<file path="src/hw/rtl/asas_pkg.sv">
// ----------------------------------------------------------------------------
// Arm servo angle solver package
// Shared types, angle constants and the arctangent step table.
// ----------------------------------------------------------------------------
package asas_pkg;

  localparam int CordicSteps = 17;
  localparam int IdxW        = $clog2(CordicSteps);
  localparam int ZW          = 25;
  localparam int AngW        = 32;

  localparam logic signed [AngW-1:0] Deg90  = 32'sd5898240;
  localparam logic signed [AngW-1:0] Deg120 = 32'sd7864320;
  localparam logic signed [AngW-1:0] Deg145 = 32'sd9502720;
  localparam logic signed [AngW-1:0] Deg2   = 32'sd131072;
  localparam logic signed [AngW-1:0] Deg178 = 32'sd11665408;
  localparam logic signed [AngW-1:0] Half   = 32'sd128;

  typedef enum logic [2:0] {
    B_IDLE,
    B_SQR,
    B_SUM,
    B_ROOT,
    B_ATAN_LD,
    B_ATAN,
    B_FIN
  } back_state_e;

  // atan(2^-i) in degrees * 65536, using 180/3.1415
  function automatic logic signed [ZW-1:0] atan_entry(logic [IdxW-1:0] idx);
    logic signed [ZW-1:0] v;
    case (idx)
      5'd0:    v = 25'sd2949207;
      5'd1:    v = 25'sd1741019;
      5'd2:    v = 25'sd919906;
      5'd3:    v = 25'sd466959;
      5'd4:    v = 25'sd234386;
      5'd5:    v = 25'sd117307;
      5'd6:    v = 25'sd58668;
      5'd7:    v = 25'sd29336;
      5'd8:    v = 25'sd14668;
      5'd9:    v = 25'sd7334;
      5'd10:   v = 25'sd3667;
      5'd11:   v = 25'sd1834;
      5'd12:   v = 25'sd917;
      5'd13:   v = 25'sd458;
      5'd14:   v = 25'sd229;
      5'd15:   v = 25'sd115;
      5'd16:   v = 25'sd57;
      default: v = '0;
    endcase
    return v;
  endfunction

endpackage

</file>
<file path="src/hw/rtl/asas_in_if.sv">
// ----------------------------------------------------------------------------
// Position word channel
// Valid/ready channel carrying hand, elbow and shoulder coordinates.
// ----------------------------------------------------------------------------
interface asas_in_if #(
  parameter int CoordBits = 15
) ();
  logic                        valid;
  logic                        ready;
  logic signed [CoordBits-1:0] hand_x;
  logic signed [CoordBits-1:0] hand_y;
  logic signed [CoordBits-1:0] hand_z;
  logic signed [CoordBits-1:0] elbow_x;
  logic signed [CoordBits-1:0] elbow_y;
  logic signed [CoordBits-1:0] elbow_z;
  logic signed [CoordBits-1:0] shoulder_x;
  logic signed [CoordBits-1:0] shoulder_y;
  logic signed [CoordBits-1:0] shoulder_z;

  modport source (
    output valid, hand_x, hand_y, hand_z, elbow_x, elbow_y, elbow_z,
           shoulder_x, shoulder_y, shoulder_z,
    input  ready
  );
  modport sink (
    input  valid, hand_x, hand_y, hand_z, elbow_x, elbow_y, elbow_z,
           shoulder_x, shoulder_y, shoulder_z,
    output ready
  );
endinterface

</file>
<file path="src/hw/rtl/asas_out_if.sv">
// ----------------------------------------------------------------------------
// Servo angle word channel
// Valid/ready channel carrying four servo angles, degrees times 256.
// ----------------------------------------------------------------------------
interface asas_out_if ();
  logic        valid;
  logic        ready;
  logic [15:0] base_angle;
  logic [15:0] shoulder_angle;
  logic [15:0] elbow_angle;
  logic [15:0] wrist_angle;

  modport source (
    output valid, base_angle, shoulder_angle, elbow_angle, wrist_angle,
    input  ready
  );
  modport sink (
    input  valid, base_angle, shoulder_angle, elbow_angle, wrist_angle,
    output ready
  );
endinterface

</file>
<file path="src/hw/rtl/arm_servo_angle_solver.sv">
// ----------------------------------------------------------------------------
// Arm servo angle solver
// Hand, elbow and shoulder positions in, four clamped servo angles out.
// ----------------------------------------------------------------------------
// Each position word yields one angle word (degrees times 256, 2..178 deg).
// The front end takes a word in any cycle while the two-entry queue has room;
// the back end takes one word at a time through one square root unit that
// resolves one root bit per cycle (two horizontal lengths of COORD_BITS + 10
// bits each) and one CORDIC unit that does one of 17 rotations per cycle
// (three arctangents). A finished angle word waits in the output register
// while the next word is being worked.
module arm_servo_angle_solver #(
  parameter int COORD_BITS = 15
) (
  input  logic       clk_i,
  input  logic       rst_ni,
  asas_in_if.sink    in_i,
  asas_out_if.source out_o
);
  import asas_pkg::*;

  localparam int EntW   = 3 + 8 * (COORD_BITS + 1);
  localparam int QDepth = 2;

  logic            push, full, q_valid, q_pop;
  logic [EntW-1:0] ent_in, ent_out;

  asas_front #(.CoordBits(COORD_BITS), .EntW(EntW)) u_front (
    .in_i   (in_i),
    .full_i (full),
    .push_o (push),
    .ent_o  (ent_in)
  );

  asas_fifo #(.Width(EntW), .Depth(QDepth)) u_fifo (
    .clk_i   (clk_i),
    .rst_ni  (rst_ni),
    .push_i  (push),
    .data_i  (ent_in),
    .full_o  (full),
    .pop_i   (q_pop),
    .valid_o (q_valid),
    .data_o  (ent_out)
  );

  asas_back #(.CoordBits(COORD_BITS), .EntW(EntW)) u_back (
    .clk_i     (clk_i),
    .rst_ni    (rst_ni),
    .q_valid_i (q_valid),
    .q_data_i  (ent_out),
    .q_pop_o   (q_pop),
    .out_o     (out_o)
  );

endmodule

</file>
<file path="src/hw/rtl/asas_front.sv">
// ----------------------------------------------------------------------------
// Arm servo angle solver front end
// Accepts position words, forms spans and branch flags for the queue.
// ----------------------------------------------------------------------------
module asas_front #(
  parameter int CoordBits = 15,
  parameter int EntW      = 3 + 8 * (CoordBits + 1)
) (
  asas_in_if.sink         in_i,
  input  logic            full_i,
  output logic            push_o,
  output logic [EntW-1:0] ent_o
);
  localparam int DW = CoordBits + 1;

  logic signed [DW-1:0] d_x0, d_z0, d_x1, d_z1, d_y1, d_x2, d_z2, d_y2;
  logic [DW-1:0] a_x0, a_z0, a_x1, a_z1, a_y1, a_x2, a_z2;
  logic pos0, f1, f2;

  function automatic logic signed [DW-1:0] span(logic signed [CoordBits-1:0] a,
                                                logic signed [CoordBits-1:0] b);
    return DW'(a) - DW'(b);
  endfunction

  function automatic logic [DW-1:0] mag(logic signed [DW-1:0] v);
    return v[DW-1] ? DW'(-v) : DW'(v);
  endfunction

  always_comb begin
    d_x0 = span(in_i.hand_x, in_i.shoulder_x);
    d_z0 = span(in_i.hand_z, in_i.shoulder_z);
    d_x1 = span(in_i.elbow_x, in_i.shoulder_x);
    d_z1 = span(in_i.elbow_z, in_i.shoulder_z);
    d_y1 = span(in_i.elbow_y, in_i.shoulder_y);
    d_x2 = span(in_i.elbow_x, in_i.hand_x);
    d_z2 = span(in_i.elbow_z, in_i.hand_z);
    d_y2 = span(in_i.hand_y, in_i.elbow_y);
    a_x0 = mag(d_x0);
    a_z0 = mag(d_z0);
    a_x1 = mag(d_x1);
    a_z1 = mag(d_z1);
    a_y1 = mag(d_y1);
    a_x2 = mag(d_x2);
    a_z2 = mag(d_z2);
    pos0 = in_i.hand_x > in_i.shoulder_x;
    f1   = in_i.elbow_z < in_i.shoulder_z;
    f2   = in_i.hand_z < in_i.elbow_z;
  end

  assign in_i.ready = !full_i;
  assign push_o     = in_i.valid && !full_i;
  assign ent_o      = {pos0, f1, f2, a_x0, a_z0, a_x1, a_z1, a_y1, a_x2, a_z2, d_y2};

endmodule

</file>
<file path="src/hw/rtl/asas_fifo.sv">
// ----------------------------------------------------------------------------
// Arm servo angle solver queue
// Short first-in first-out buffer between front and back.
// ----------------------------------------------------------------------------
module asas_fifo #(
  parameter int Width = 8,
  parameter int Depth = 2
) (
  input  logic             clk_i,
  input  logic             rst_ni,
  input  logic             push_i,
  input  logic [Width-1:0] data_i,
  output logic             full_o,
  input  logic             pop_i,
  output logic             valid_o,
  output logic [Width-1:0] data_o
);
  localparam int PW = (Depth > 1) ? $clog2(Depth) : 1;
  localparam int CW = $clog2(Depth + 1);

  logic [Width-1:0] mem_q [Depth];
  logic [PW-1:0]    wptr_q, rptr_q;
  logic [CW-1:0]    cnt_q;
  logic             do_push, do_pop;

  assign full_o  = cnt_q == CW'(Depth);
  assign valid_o = cnt_q != '0;
  assign data_o  = mem_q[rptr_q];
  assign do_push = push_i && !full_o;
  assign do_pop  = pop_i && valid_o;

  always_ff @(posedge clk_i or negedge rst_ni) begin
    if (!rst_ni) begin
      wptr_q <= '0;
      rptr_q <= '0;
      cnt_q  <= '0;
    end else begin
      if (do_push) begin
        wptr_q <= (wptr_q == PW'(Depth - 1)) ? '0 : wptr_q + 1'b1;
      end
      if (do_pop) begin
        rptr_q <= (rptr_q == PW'(Depth - 1)) ? '0 : rptr_q + 1'b1;
      end
      if (do_push && !do_pop) begin
        cnt_q <= cnt_q + 1'b1;
      end else if (do_pop && !do_push) begin
        cnt_q <= cnt_q - 1'b1;
      end
    end
  end

  always_ff @(posedge clk_i) begin
    if (do_push) begin
      mem_q[wptr_q] <= data_i;
    end
  end

endmodule

</file>
<file path="src/hw/rtl/asas_back.sv">
// ----------------------------------------------------------------------------
// Arm servo angle solver back end
// Sequencer over one square root unit and one CORDIC unit, with result
// register.
// ----------------------------------------------------------------------------
module asas_back #(
  parameter int CoordBits = 15,
  parameter int EntW      = 3 + 8 * (CoordBits + 1)
) (
  input  logic            clk_i,
  input  logic            rst_ni,
  input  logic            q_valid_i,
  input  logic [EntW-1:0] q_data_i,
  output logic            q_pop_o,
  asas_out_if.source      out_o
);
  import asas_pkg::*;

  localparam int DW    = CoordBits + 1;
  localparam int RW    = 2 * DW + 17;
  localparam int RW2   = RW + (RW % 2);
  localparam int RB    = RW2 / 2;
  localparam int AW    = RB;
  localparam int CW    = AW + 11;
  localparam int StepN = (RB > CordicSteps) ? RB : CordicSteps;
  localparam int CntW  = $clog2(StepN);

  back_state_e state_q, state_d;

  logic [EntW-1:0] ent_q;
  logic pos0, f1, f2;
  logic [DW-1:0] a_x0, a_z0, a_x1, a_z1, a_y1, a_x2, a_z2;
  logic signed [DW-1:0] d_y2;
  logic [DW-1:0] a_y2;

  logic [1:0]      pass_q;
  logic [CntW-1:0] cnt_q;
  logic            last_root, last_atan;
  logic            pop, out_load;

  logic [2*DW-1:0] sqa_q, sqb_q;
  logic [RW2-1:0]  rad_q;
  logic [RB+1:0]   rem_q;
  logic [RB-1:0]   root_q;
  logic [RB+3:0]   rsh, trial;
  logic [AW-1:0]   xz_q [2];

  logic signed [CW-1:0] x_q, y_q, xs, ys;
  logic signed [ZW-1:0] z_q, z_nx, t_res;
  logic                 zero_q, neg_q;
  logic signed [ZW-1:0] at_q [3];
  logic [AW-1:0]        num, den;
  logic                 num_neg;

  logic [DW-1:0]   sq_x, sq_z;
  logic signed [AngW-1:0] t0, t1, t2, ang0, ang1, ang2r, ang2, ang3;

  logic       ov_q;
  logic [15:0] base_q, shoulder_q, elbow_q, wrist_q;

  assign {pos0, f1, f2, a_x0, a_z0, a_x1, a_z1, a_y1, a_x2, a_z2, d_y2} = ent_q;
  assign a_y2 = d_y2[DW-1] ? DW'(-d_y2) : DW'(d_y2);

  assign last_root = cnt_q == CntW'(RB - 1);
  assign last_atan = cnt_q == CntW'(CordicSteps - 1);

  // next state
  always_comb begin
    state_d = state_q;
    case (state_q)
      B_IDLE:    if (q_valid_i) state_d = B_SQR;
      B_SQR:     state_d = B_SUM;
      B_SUM:     state_d = B_ROOT;
      B_ROOT:    if (last_root) state_d = (pass_q == 2'd0) ? B_SQR : B_ATAN_LD;
      B_ATAN_LD: state_d = B_ATAN;
      B_ATAN:    if (last_atan) state_d = (pass_q == 2'd2) ? B_FIN : B_ATAN_LD;
      B_FIN:     if (!ov_q || out_o.ready) state_d = B_IDLE;
      default:   state_d = B_IDLE;
    endcase
  end

  // control outputs
  always_comb begin
    pop      = 1'b0;
    out_load = 1'b0;
    case (state_q)
      B_IDLE:  pop = q_valid_i;
      B_FIN:   out_load = !ov_q || out_o.ready;
      default: begin
        pop      = 1'b0;
        out_load = 1'b0;
      end
    endcase
  end

  assign q_pop_o = pop;

  // operand selection
  always_comb begin
    sq_x = (pass_q == 2'd0) ? a_x1 : a_x2;
    sq_z = (pass_q == 2'd0) ? a_z1 : a_z2;
    rsh   = {rem_q, rad_q[RW2-1 -: 2]};
    trial = (RB+4)'({root_q, 2'b01});
    num_neg = 1'b0;
    case (pass_q)
      2'd0: begin
        num = AW'({a_x0, 8'h00});
        den = AW'({a_z0, 8'h00});
      end
      2'd1: begin
        num = xz_q[0];
        den = AW'({a_y1, 8'h00});
      end
      default: begin
        if (f2) begin
          num     = AW'({a_y2, 8'h00});
          den     = xz_q[1];
          num_neg = d_y2[DW-1];
        end else begin
          num = xz_q[1];
          den = AW'({a_y2, 8'h00});
        end
      end
    endcase
    xs = x_q >>> cnt_q;
    ys = y_q >>> cnt_q;
    if (!y_q[CW-1]) begin
      z_nx = z_q + atan_entry(cnt_q[IdxW-1:0]);
    end else begin
      z_nx = z_q - atan_entry(cnt_q[IdxW-1:0]);
    end
    if (zero_q || z_nx[ZW-1]) begin
      t_res = '0;
    end else begin
      t_res = neg_q ? -z_nx : z_nx;
    end
  end

  // final angles
  always_comb begin
    t0    = AngW'(at_q[0]);
    t1    = AngW'(at_q[1]);
    t2    = AngW'(at_q[2]);
    ang0  = pos0 ? Deg90 + t0 : Deg90 - t0;
    ang1  = f1 ? Deg120 - t1 : Deg120;
    ang2r = f2 ? t2 : Deg90 + t2;
    ang3  = Deg90 - ang2r;
    ang2  = ang2r + Deg145 - ang1;
  end

  function automatic logic [15:0] finish(logic signed [AngW-1:0] a);
    logic signed [AngW-1:0] c;
    logic [AngW-1:0] r;
    c = a;
    if (c < Deg2) c = Deg2;
    if (c > Deg178) c = Deg178;
    r = c + Half;
    return r[23:8];
  endfunction

  always_ff @(posedge clk_i or negedge rst_ni) begin
    if (!rst_ni) begin
      state_q <= B_IDLE;
      pass_q  <= '0;
      cnt_q   <= '0;
      ov_q    <= 1'b0;
    end else begin
      state_q <= state_d;
      if (out_load) begin
        ov_q <= 1'b1;
      end else if (out_o.ready) begin
        ov_q <= 1'b0;
      end
      case (state_q)
        B_IDLE:    pass_q <= '0;
        B_SUM:     cnt_q <= '0;
        B_ROOT: begin
          cnt_q <= cnt_q + 1'b1;
          if (last_root) pass_q <= (pass_q == 2'd0) ? 2'd1 : 2'd0;
        end
        B_ATAN_LD: cnt_q <= '0;
        B_ATAN: begin
          cnt_q <= cnt_q + 1'b1;
          if (last_atan) pass_q <= pass_q + 1'b1;
        end
        default: cnt_q <= cnt_q;
      endcase
    end
  end

  always_ff @(posedge clk_i) begin
    if (pop) ent_q <= q_data_i;
    case (state_q)
      B_SQR: begin
        sqa_q <= sq_x * sq_x;
        sqb_q <= sq_z * sq_z;
      end
      B_SUM: begin
        rad_q  <= RW2'({(2*DW+1)'(sqa_q) + (2*DW+1)'(sqb_q), 16'h0000});
        rem_q  <= '0;
        root_q <= '0;
      end
      B_ROOT: begin
        rad_q <= {rad_q[RW2-3:0], 2'b00};
        if (rsh >= trial) begin
          rem_q  <= (RB+2)'(rsh - trial);
          root_q <= {root_q[RB-2:0], 1'b1};
        end else begin
          rem_q  <= rsh[RB+1:0];
          root_q <= {root_q[RB-2:0], 1'b0};
        end
        if (last_root) xz_q[pass_q[0]] <= (rsh >= trial) ? {root_q[RB-2:0], 1'b1}
                                                         : {root_q[RB-2:0], 1'b0};
      end
      B_ATAN_LD: begin
        x_q    <= CW'({den, 8'h00});
        y_q    <= CW'({num, 8'h00});
        z_q    <= '0;
        zero_q <= (den == '0) || (num == '0);
        neg_q  <= num_neg;
      end
      B_ATAN: begin
        z_q <= z_nx;
        if (!y_q[CW-1]) begin
          x_q <= x_q + ys;
          y_q <= y_q - xs;
        end else begin
          x_q <= x_q - ys;
          y_q <= y_q + xs;
        end
      end
      default: begin
      end
    endcase
    if (state_q == B_ATAN && last_atan) begin
      at_q[pass_q] <= t_res;
    end
    if (out_load) begin
      base_q     <= finish(ang0);
      shoulder_q <= finish(ang1);
      elbow_q    <= finish(ang2);
      wrist_q    <= finish(ang3);
    end
  end

  assign out_o.valid          = ov_q;
  assign out_o.base_angle     = base_q;
  assign out_o.shoulder_angle = shoulder_q;
  assign out_o.elbow_angle    = elbow_q;
  assign out_o.wrist_angle    = wrist_q;

endmodule

</file>
<file path="src/flat_wrapper.sv">
// flat-port wrapper written by rule: the top's interface ports become plain ports
module arm_servo_angle_solver_flat import asas_pkg::*;
#(
  parameter int COORD_BITS = 15
)
  (clk_i, rst_ni, in_i_valid, in_i_hand_x, in_i_hand_y, in_i_hand_z, in_i_elbow_x, in_i_elbow_y, in_i_elbow_z, in_i_shoulder_x, in_i_shoulder_y, in_i_shoulder_z, in_i_ready, out_o_valid, out_o_base_angle, out_o_shoulder_angle, out_o_elbow_angle, out_o_wrist_angle, out_o_ready);
  asas_in_if #(.CoordBits((15))) in_i_i ();
  asas_out_if out_o_i ();
  input  logic clk_i;
  input  logic rst_ni;
  input wire logic [$bits(in_i_i.valid)-1:0] in_i_valid;
  input wire logic [$bits(in_i_i.hand_x)-1:0] in_i_hand_x;
  input wire logic [$bits(in_i_i.hand_y)-1:0] in_i_hand_y;
  input wire logic [$bits(in_i_i.hand_z)-1:0] in_i_hand_z;
  input wire logic [$bits(in_i_i.elbow_x)-1:0] in_i_elbow_x;
  input wire logic [$bits(in_i_i.elbow_y)-1:0] in_i_elbow_y;
  input wire logic [$bits(in_i_i.elbow_z)-1:0] in_i_elbow_z;
  input wire logic [$bits(in_i_i.shoulder_x)-1:0] in_i_shoulder_x;
  input wire logic [$bits(in_i_i.shoulder_y)-1:0] in_i_shoulder_y;
  input wire logic [$bits(in_i_i.shoulder_z)-1:0] in_i_shoulder_z;
  output wire logic [$bits(in_i_i.ready)-1:0] in_i_ready;
  output wire logic [$bits(out_o_i.valid)-1:0] out_o_valid;
  output wire logic [$bits(out_o_i.base_angle)-1:0] out_o_base_angle;
  output wire logic [$bits(out_o_i.shoulder_angle)-1:0] out_o_shoulder_angle;
  output wire logic [$bits(out_o_i.elbow_angle)-1:0] out_o_elbow_angle;
  output wire logic [$bits(out_o_i.wrist_angle)-1:0] out_o_wrist_angle;
  input wire logic [$bits(out_o_i.ready)-1:0] out_o_ready;
  assign in_i_i.valid = in_i_valid;
  assign in_i_i.hand_x = in_i_hand_x;
  assign in_i_i.hand_y = in_i_hand_y;
  assign in_i_i.hand_z = in_i_hand_z;
  assign in_i_i.elbow_x = in_i_elbow_x;
  assign in_i_i.elbow_y = in_i_elbow_y;
  assign in_i_i.elbow_z = in_i_elbow_z;
  assign in_i_i.shoulder_x = in_i_shoulder_x;
  assign in_i_i.shoulder_y = in_i_shoulder_y;
  assign in_i_i.shoulder_z = in_i_shoulder_z;
  assign in_i_ready = in_i_i.ready;
  assign out_o_valid = out_o_i.valid;
  assign out_o_base_angle = out_o_i.base_angle;
  assign out_o_shoulder_angle = out_o_i.shoulder_angle;
  assign out_o_elbow_angle = out_o_i.elbow_angle;
  assign out_o_wrist_angle = out_o_i.wrist_angle;
  assign out_o_i.ready = out_o_ready;
  arm_servo_angle_solver #(.COORD_BITS(COORD_BITS)) u_core (.clk_i(clk_i), .rst_ni(rst_ni), .in_i(in_i_i), .out_o(out_o_i));
endmodule
</file>
<file path="config.mk">
export PLATFORM = sky130hd
export DESIGN_NAME = arm_servo_angle_solver_flat
export DESIGN_NICKNAME = d
export VERILOG_FILES = /design/src/hw/rtl/asas_pkg.sv /design/src/hw/rtl/asas_in_if.sv /design/src/hw/rtl/asas_out_if.sv /design/src/hw/rtl/arm_servo_angle_solver.sv /design/src/hw/rtl/asas_front.sv /design/src/hw/rtl/asas_fifo.sv /design/src/hw/rtl/asas_back.sv /design/src/flat_wrapper.sv
export SDC_FILE = /design/constraint.sdc
export NUM_CORES = 2
export LEC_CHECK = 0
export BUFFER_PORTS_ARGS = -buffer_cell sky130_fd_sc_hd__buf_4
export CORE_ASPECT_RATIO = 1.75
export CORE_UTILIZATION = 25
export CTS_CLUSTER_DIAMETER = 30
export DETAILED_ROUTE_END_ITERATION = 6
export SLEW_MARGIN = 5
export SYNTH_ARGS = -nofsm -noshare
export SYNTH_HDL_FRONTEND = slang
export SYNTH_HIERARCHICAL = 1
export SYNTH_SLANG_ARGS = --single-unit
</file>
<file path="constraint.sdc">
create_clock -name clk_i -period 15.6 [get_ports clk_i]
set_input_delay 0.78 -clock clk_i [delete_from_list [all_inputs] [get_ports clk_i]]
set_output_delay 0.78 -clock clk_i [all_outputs]
set_load 0.05 [all_outputs]
</file>
==> impl_results.md <==
* Status: finished, violations left
* Violated checks: DRC
* Worst-path cell chain: inv_1 > ha_4 > mux2i_1 > clkinv_1 > nand2_1 > inv_1 > fa_1 > fa_1 > inv_1 > fa_1 > fa_1 > fa_1 > inv_1 > fa_1 > ha_1 > and3_1 > a221oi_1 > o22ai_1 > o41ai_1 > a21oi_1 > a41oi_1 > o21ai_0 > a21oi_1 > xnor2_1
* Die Y at 717 um
* Mapped cell area at 73100 um^2
* CP arrival at 10.60 ns
* Worst Hold Path EP: u_core/u_fifo/mem_q[1][0]
* Power Internal at 0.00526 W
* Distinct cells, synth at 118
* Largest delay contributor family on the critical path: adder cells
* CTS max path bufs at 3
* Slew @ Worst Pin at 1.35 ns
* CTS Root Cell: clkbuf_16
* Post-synth ARST share at 1.78%
* Clock share of power at 50.0%
* Flop pwr share at 39.6%
* CP Capture Type: flop
* Most frequent cells in the layout: 829 x edfxtp_1, 753 x nor2_1, 678 x inv_1
* Clock skew at 0.0660 ns
* Slew Limit Fails at 0
* Detailed Routing Iterations Pass 1 at 7
* Comb power frac at 10.4%
* HP Class: in -> reg
* CP Max Fanout at 33
* First DRT Iteration DRCs at 3649
* Worst r2r dst: u_core/u_back/sqa_q[31]
* CP Launch Type: flop
* Overall routing resource usage at 14.5%
* Final setup violation count at 0
* Setup tns final at 0 ns
* Placement Cell Area at 78900 um^2
* Switching pwr at 0.00181 W
* Routed len/inst at 19.3 um
* Final min period at 10.02 ns
* Crit path buffers/inverters at 5
* Input/output buffers at 204
* Max-slew headroom at 9.26%
* Worst Hold Path Cells at 3
* CTS Sinks at 844
* Leakage at 34.2 nW
* Final Instance Area at 84600 um^2
* RSZ-0062 raised after global routing: no
* CTS tree: done
* Sequential share of the synthesized area at 34.6%
* TritonCTS Buffers at 163
* GRT overflow at 0
* Final hold violations at 0
* Initial core utilization at 25.1%
* Crit path kind: reg -> reg
* Post-cts resize count at 0
* Maximum vdd drop at 0.104 mV
* Area delta synth->final at 15.8%
* Post-DP HPWL at 177000 um
* Reg clk slew, reported paths at 0.05 ns
* Initial antenna violation count at 7
* Setup bufs post-CTS at 0
* MaxCap Viol Count at 0
* RePlAce Congestion at 0.984
* First-pass GRT wire length at 332000 um
* Slack of the worst reg-to-reg path at 5.58 ns
* Commonest non-fill, non-tap cell in the layout: edfxtp_1
* Io pins at 205
* Min-delay src: in_i_elbow_y[0]
* Drc violations at 1
* Row count at 262
* Syn Nets at 8286
* Pwr per Cell Area at 83.6 nW/um^2
* Core area at 291000 um^2
* Main flop type after synthesis: edfxtp_1
* Vias at 56123
* Die Span X at 411 um
* EDFF count, synth at 829
* Worst Path Required at 16.18 ns
* Cells after Synth at 7252
* DRT Wirelength at 220000 um
* Slowest stage delay, CP at 1.12 ns
* Die area at 295000 um^2
* Layout cells sized above 1 at 12.2%
* H-tree depth at 4
* Largest net degree at the start of global routing at 86
* Worst reg2reg path depth at 24
* Max stage delay cell, worst path: mux2i_1
* Skew-Pair Late Insertion Delay at 0.84 ns
* Number of synthesis warnings at 6
* Routed Antenna Nets at 0
* Sw Ratio at 25.6%
* RR Startpoint: u_core/u_back/pass_q[0]
* FMAX at 99.8 MHz
* Fin crit share at 64.2%
* Seq cells post-synth at 844
* Nets at 8460
* Mean Syn Cell Area at 10.1 um^2
* Crit-path most repeated cell: fa_1
* DR vias/cell at 4.92
* Vias in the first global route at 58030
stage by stage:
| step | worst slack, ns | hold slack [ns] | power [W] | util (%) | cells |
|---|---|---|---|---|---|
| floorplan | 6.02 | 0.445 | 0.00338 | - | 7252 |
| global placement | 5.75 | 0.459 | 0.00355 | 27.1 | 11088 |
| detailed placement | 5.54 | 0.470 | 0.00358 | 27.1 | 11088 |
| CTS | 5.55 | 0.321 | 0.00716 | 29.1 | 11396 |
| global route | 5.02 | 0.362 | 0.00733 | 29.1 | 11405 |
| finish | 5.58 | 0.359 | 0.00707 | 29.1 | 11405 |
cells in the mapped netlist (19+ instances only):
library cell / n / area, um^2
xor2_1: 248 / 2170
and3_1: 52 / 325
a21oi_1: 406 / 2030
fa_1: 340 / 6810
ha_1: 555 / 6940
clkbuf_1: 164 / 616
nand3_1: 125 / 626
nand4_1: 47 / 294
nand2_1: 483 / 1810
buf_1: 37 / 139
a31oi_1: 113 / 707
nand2b_1: 93 / 582
o21ai_0: 264 / 1320
nor3b_1: 19 / 143
or4_1: 33 / 248
mux2i_1: 119 / 1190
nor2b_1: 67 / 419
o31ai_1: 50 / 375
a21o_1: 129 / 968
a22o_1: 33 / 289
edfxtp_1: 829 / 24900
a211oi_1: 48 / 360
mux2_2: 104 / 1170
nor2_1: 758 / 2850
clkinv_1: 19 / 71.3
o211ai_1: 35 / 263
xnor2_1: 351 / 3070
mux4_2: 80 / 1800
or2_2: 36 / 225
o21a_1: 73 / 548
and2_1: 33 / 206
inv_1: 680 / 2550
mux2_4: 80 / 1200
nor4_1: 65 / 407
buf_2: 31 / 155
o21bai_1: 33 / 248
nor3_1: 145 / 726
or3_1: 54 / 338
o22ai_1: 19 / 119
cell type report:
cell class              instances  area [um^2]
diodes                          9         22.5
clock buffers                 176         4130
clock inverters               131         1590
fillers                     30094       206000
inverters                     703         2640
multi-input cells            5452        44200
flip-flops and latches        844        25300
well taps                    3828         4790
repair buffers                262         1970
flip-flops by register name, summed over array words and instances (netlist names), 34 cells and up:
signal	flops
u_core/u_back/at_q	75
u_core/u_back/ent_q	131
u_core/u_back/rad_q	34
u_core/u_back/x_q	36
u_core/u_back/xz_q	50
u_core/u_back/y_q	36
u_core/u_fifo/mem_q	262
routing by layer:
layer	wire, um	track usage [%]	vias to the layer above
li1	-	-	26386
met1	76700	14.1	27457
met2	117000	27.6	1700
met3	8020	1.69	580
met4	18200	11.2	0
met5	0	0	-
what timing repair did:
| item | in CTS | in global routing |
|---|---|---|
| hold endpoints to repair | 15 | 0 |
| setup endpoints to repair | 0 | 0 |
| hold buffers | 1 | 0 |
worst max-delay path by stage:
stage                             start                                   to  cells after the start
6_report        u_core/u_back/pass_q[0]              u_core/u_back/sqa_q[31]                     24
5_1_grt        u_core/u_back/at_q[1][0]  u_core/u_back/out_o.elbow_angle[11]                     31
4_1_cts         u_core/u_back/pass_q[0]              u_core/u_back/sqa_q[31]                     24
3_5_place_dp    u_core/u_back/pass_q[0]              u_core/u_back/sqa_q[31]                     24
3_3_place_gp    u_core/u_back/pass_q[0]              u_core/u_back/sqa_q[31]                     24
2_1_floorplan  u_core/u_back/state_q[2]               u_core/u_fifo/cnt_q[1]                      8
cells by family after synthesis:
group | after synthesis | share of synthesized area [%]
compound gates | 1456 | 12.9
mux | 390 | 7.45
fa+ha+maj | 895 | 18.8
flops | 844 | 34.6
simple gates | 2112 | 13.9
buf+inv | 956 | 5.16
xor+xnor | 599 | 7.18
power groups by stage:
stage          logic [W]  registers (W)  clock network, W
2_1_floorplan   0.000524        0.00286                 0
3_3_place_gp    0.000721        0.00283                 0
3_5_place_dp    0.000741        0.00284                 0
4_1_cts         0.000746        0.00280           0.00361
5_1_grt         0.000813        0.00281           0.00370
6_report        0.000738        0.00280           0.00354
worst reg2reg max path, stage by stage, from the launching register on:
cell and delay, ns:
dfrtp_1 0.47, inv_1 0.23, ha_4 0.64, mux2i_1 1.17, clkinv_1 0.75, nand2_1 0.28
inv_1 0.09, fa_1 0.49, fa_1 0.56, inv_1 0.06, fa_1 0.52, fa_1 0.45
fa_1 0.55, inv_1 0.06, fa_1 0.48, ha_1 0.38, and3_1 0.20, a221oi_1 0.48
o22ai_1 0.24, o41ai_1 0.77, a21oi_1 0.23, a41oi_1 0.33, o21ai_0 0.11, a21oi_1 0.19
xnor2_1 0.08
No activity file was read; power rests on OpenSTA's default activity.
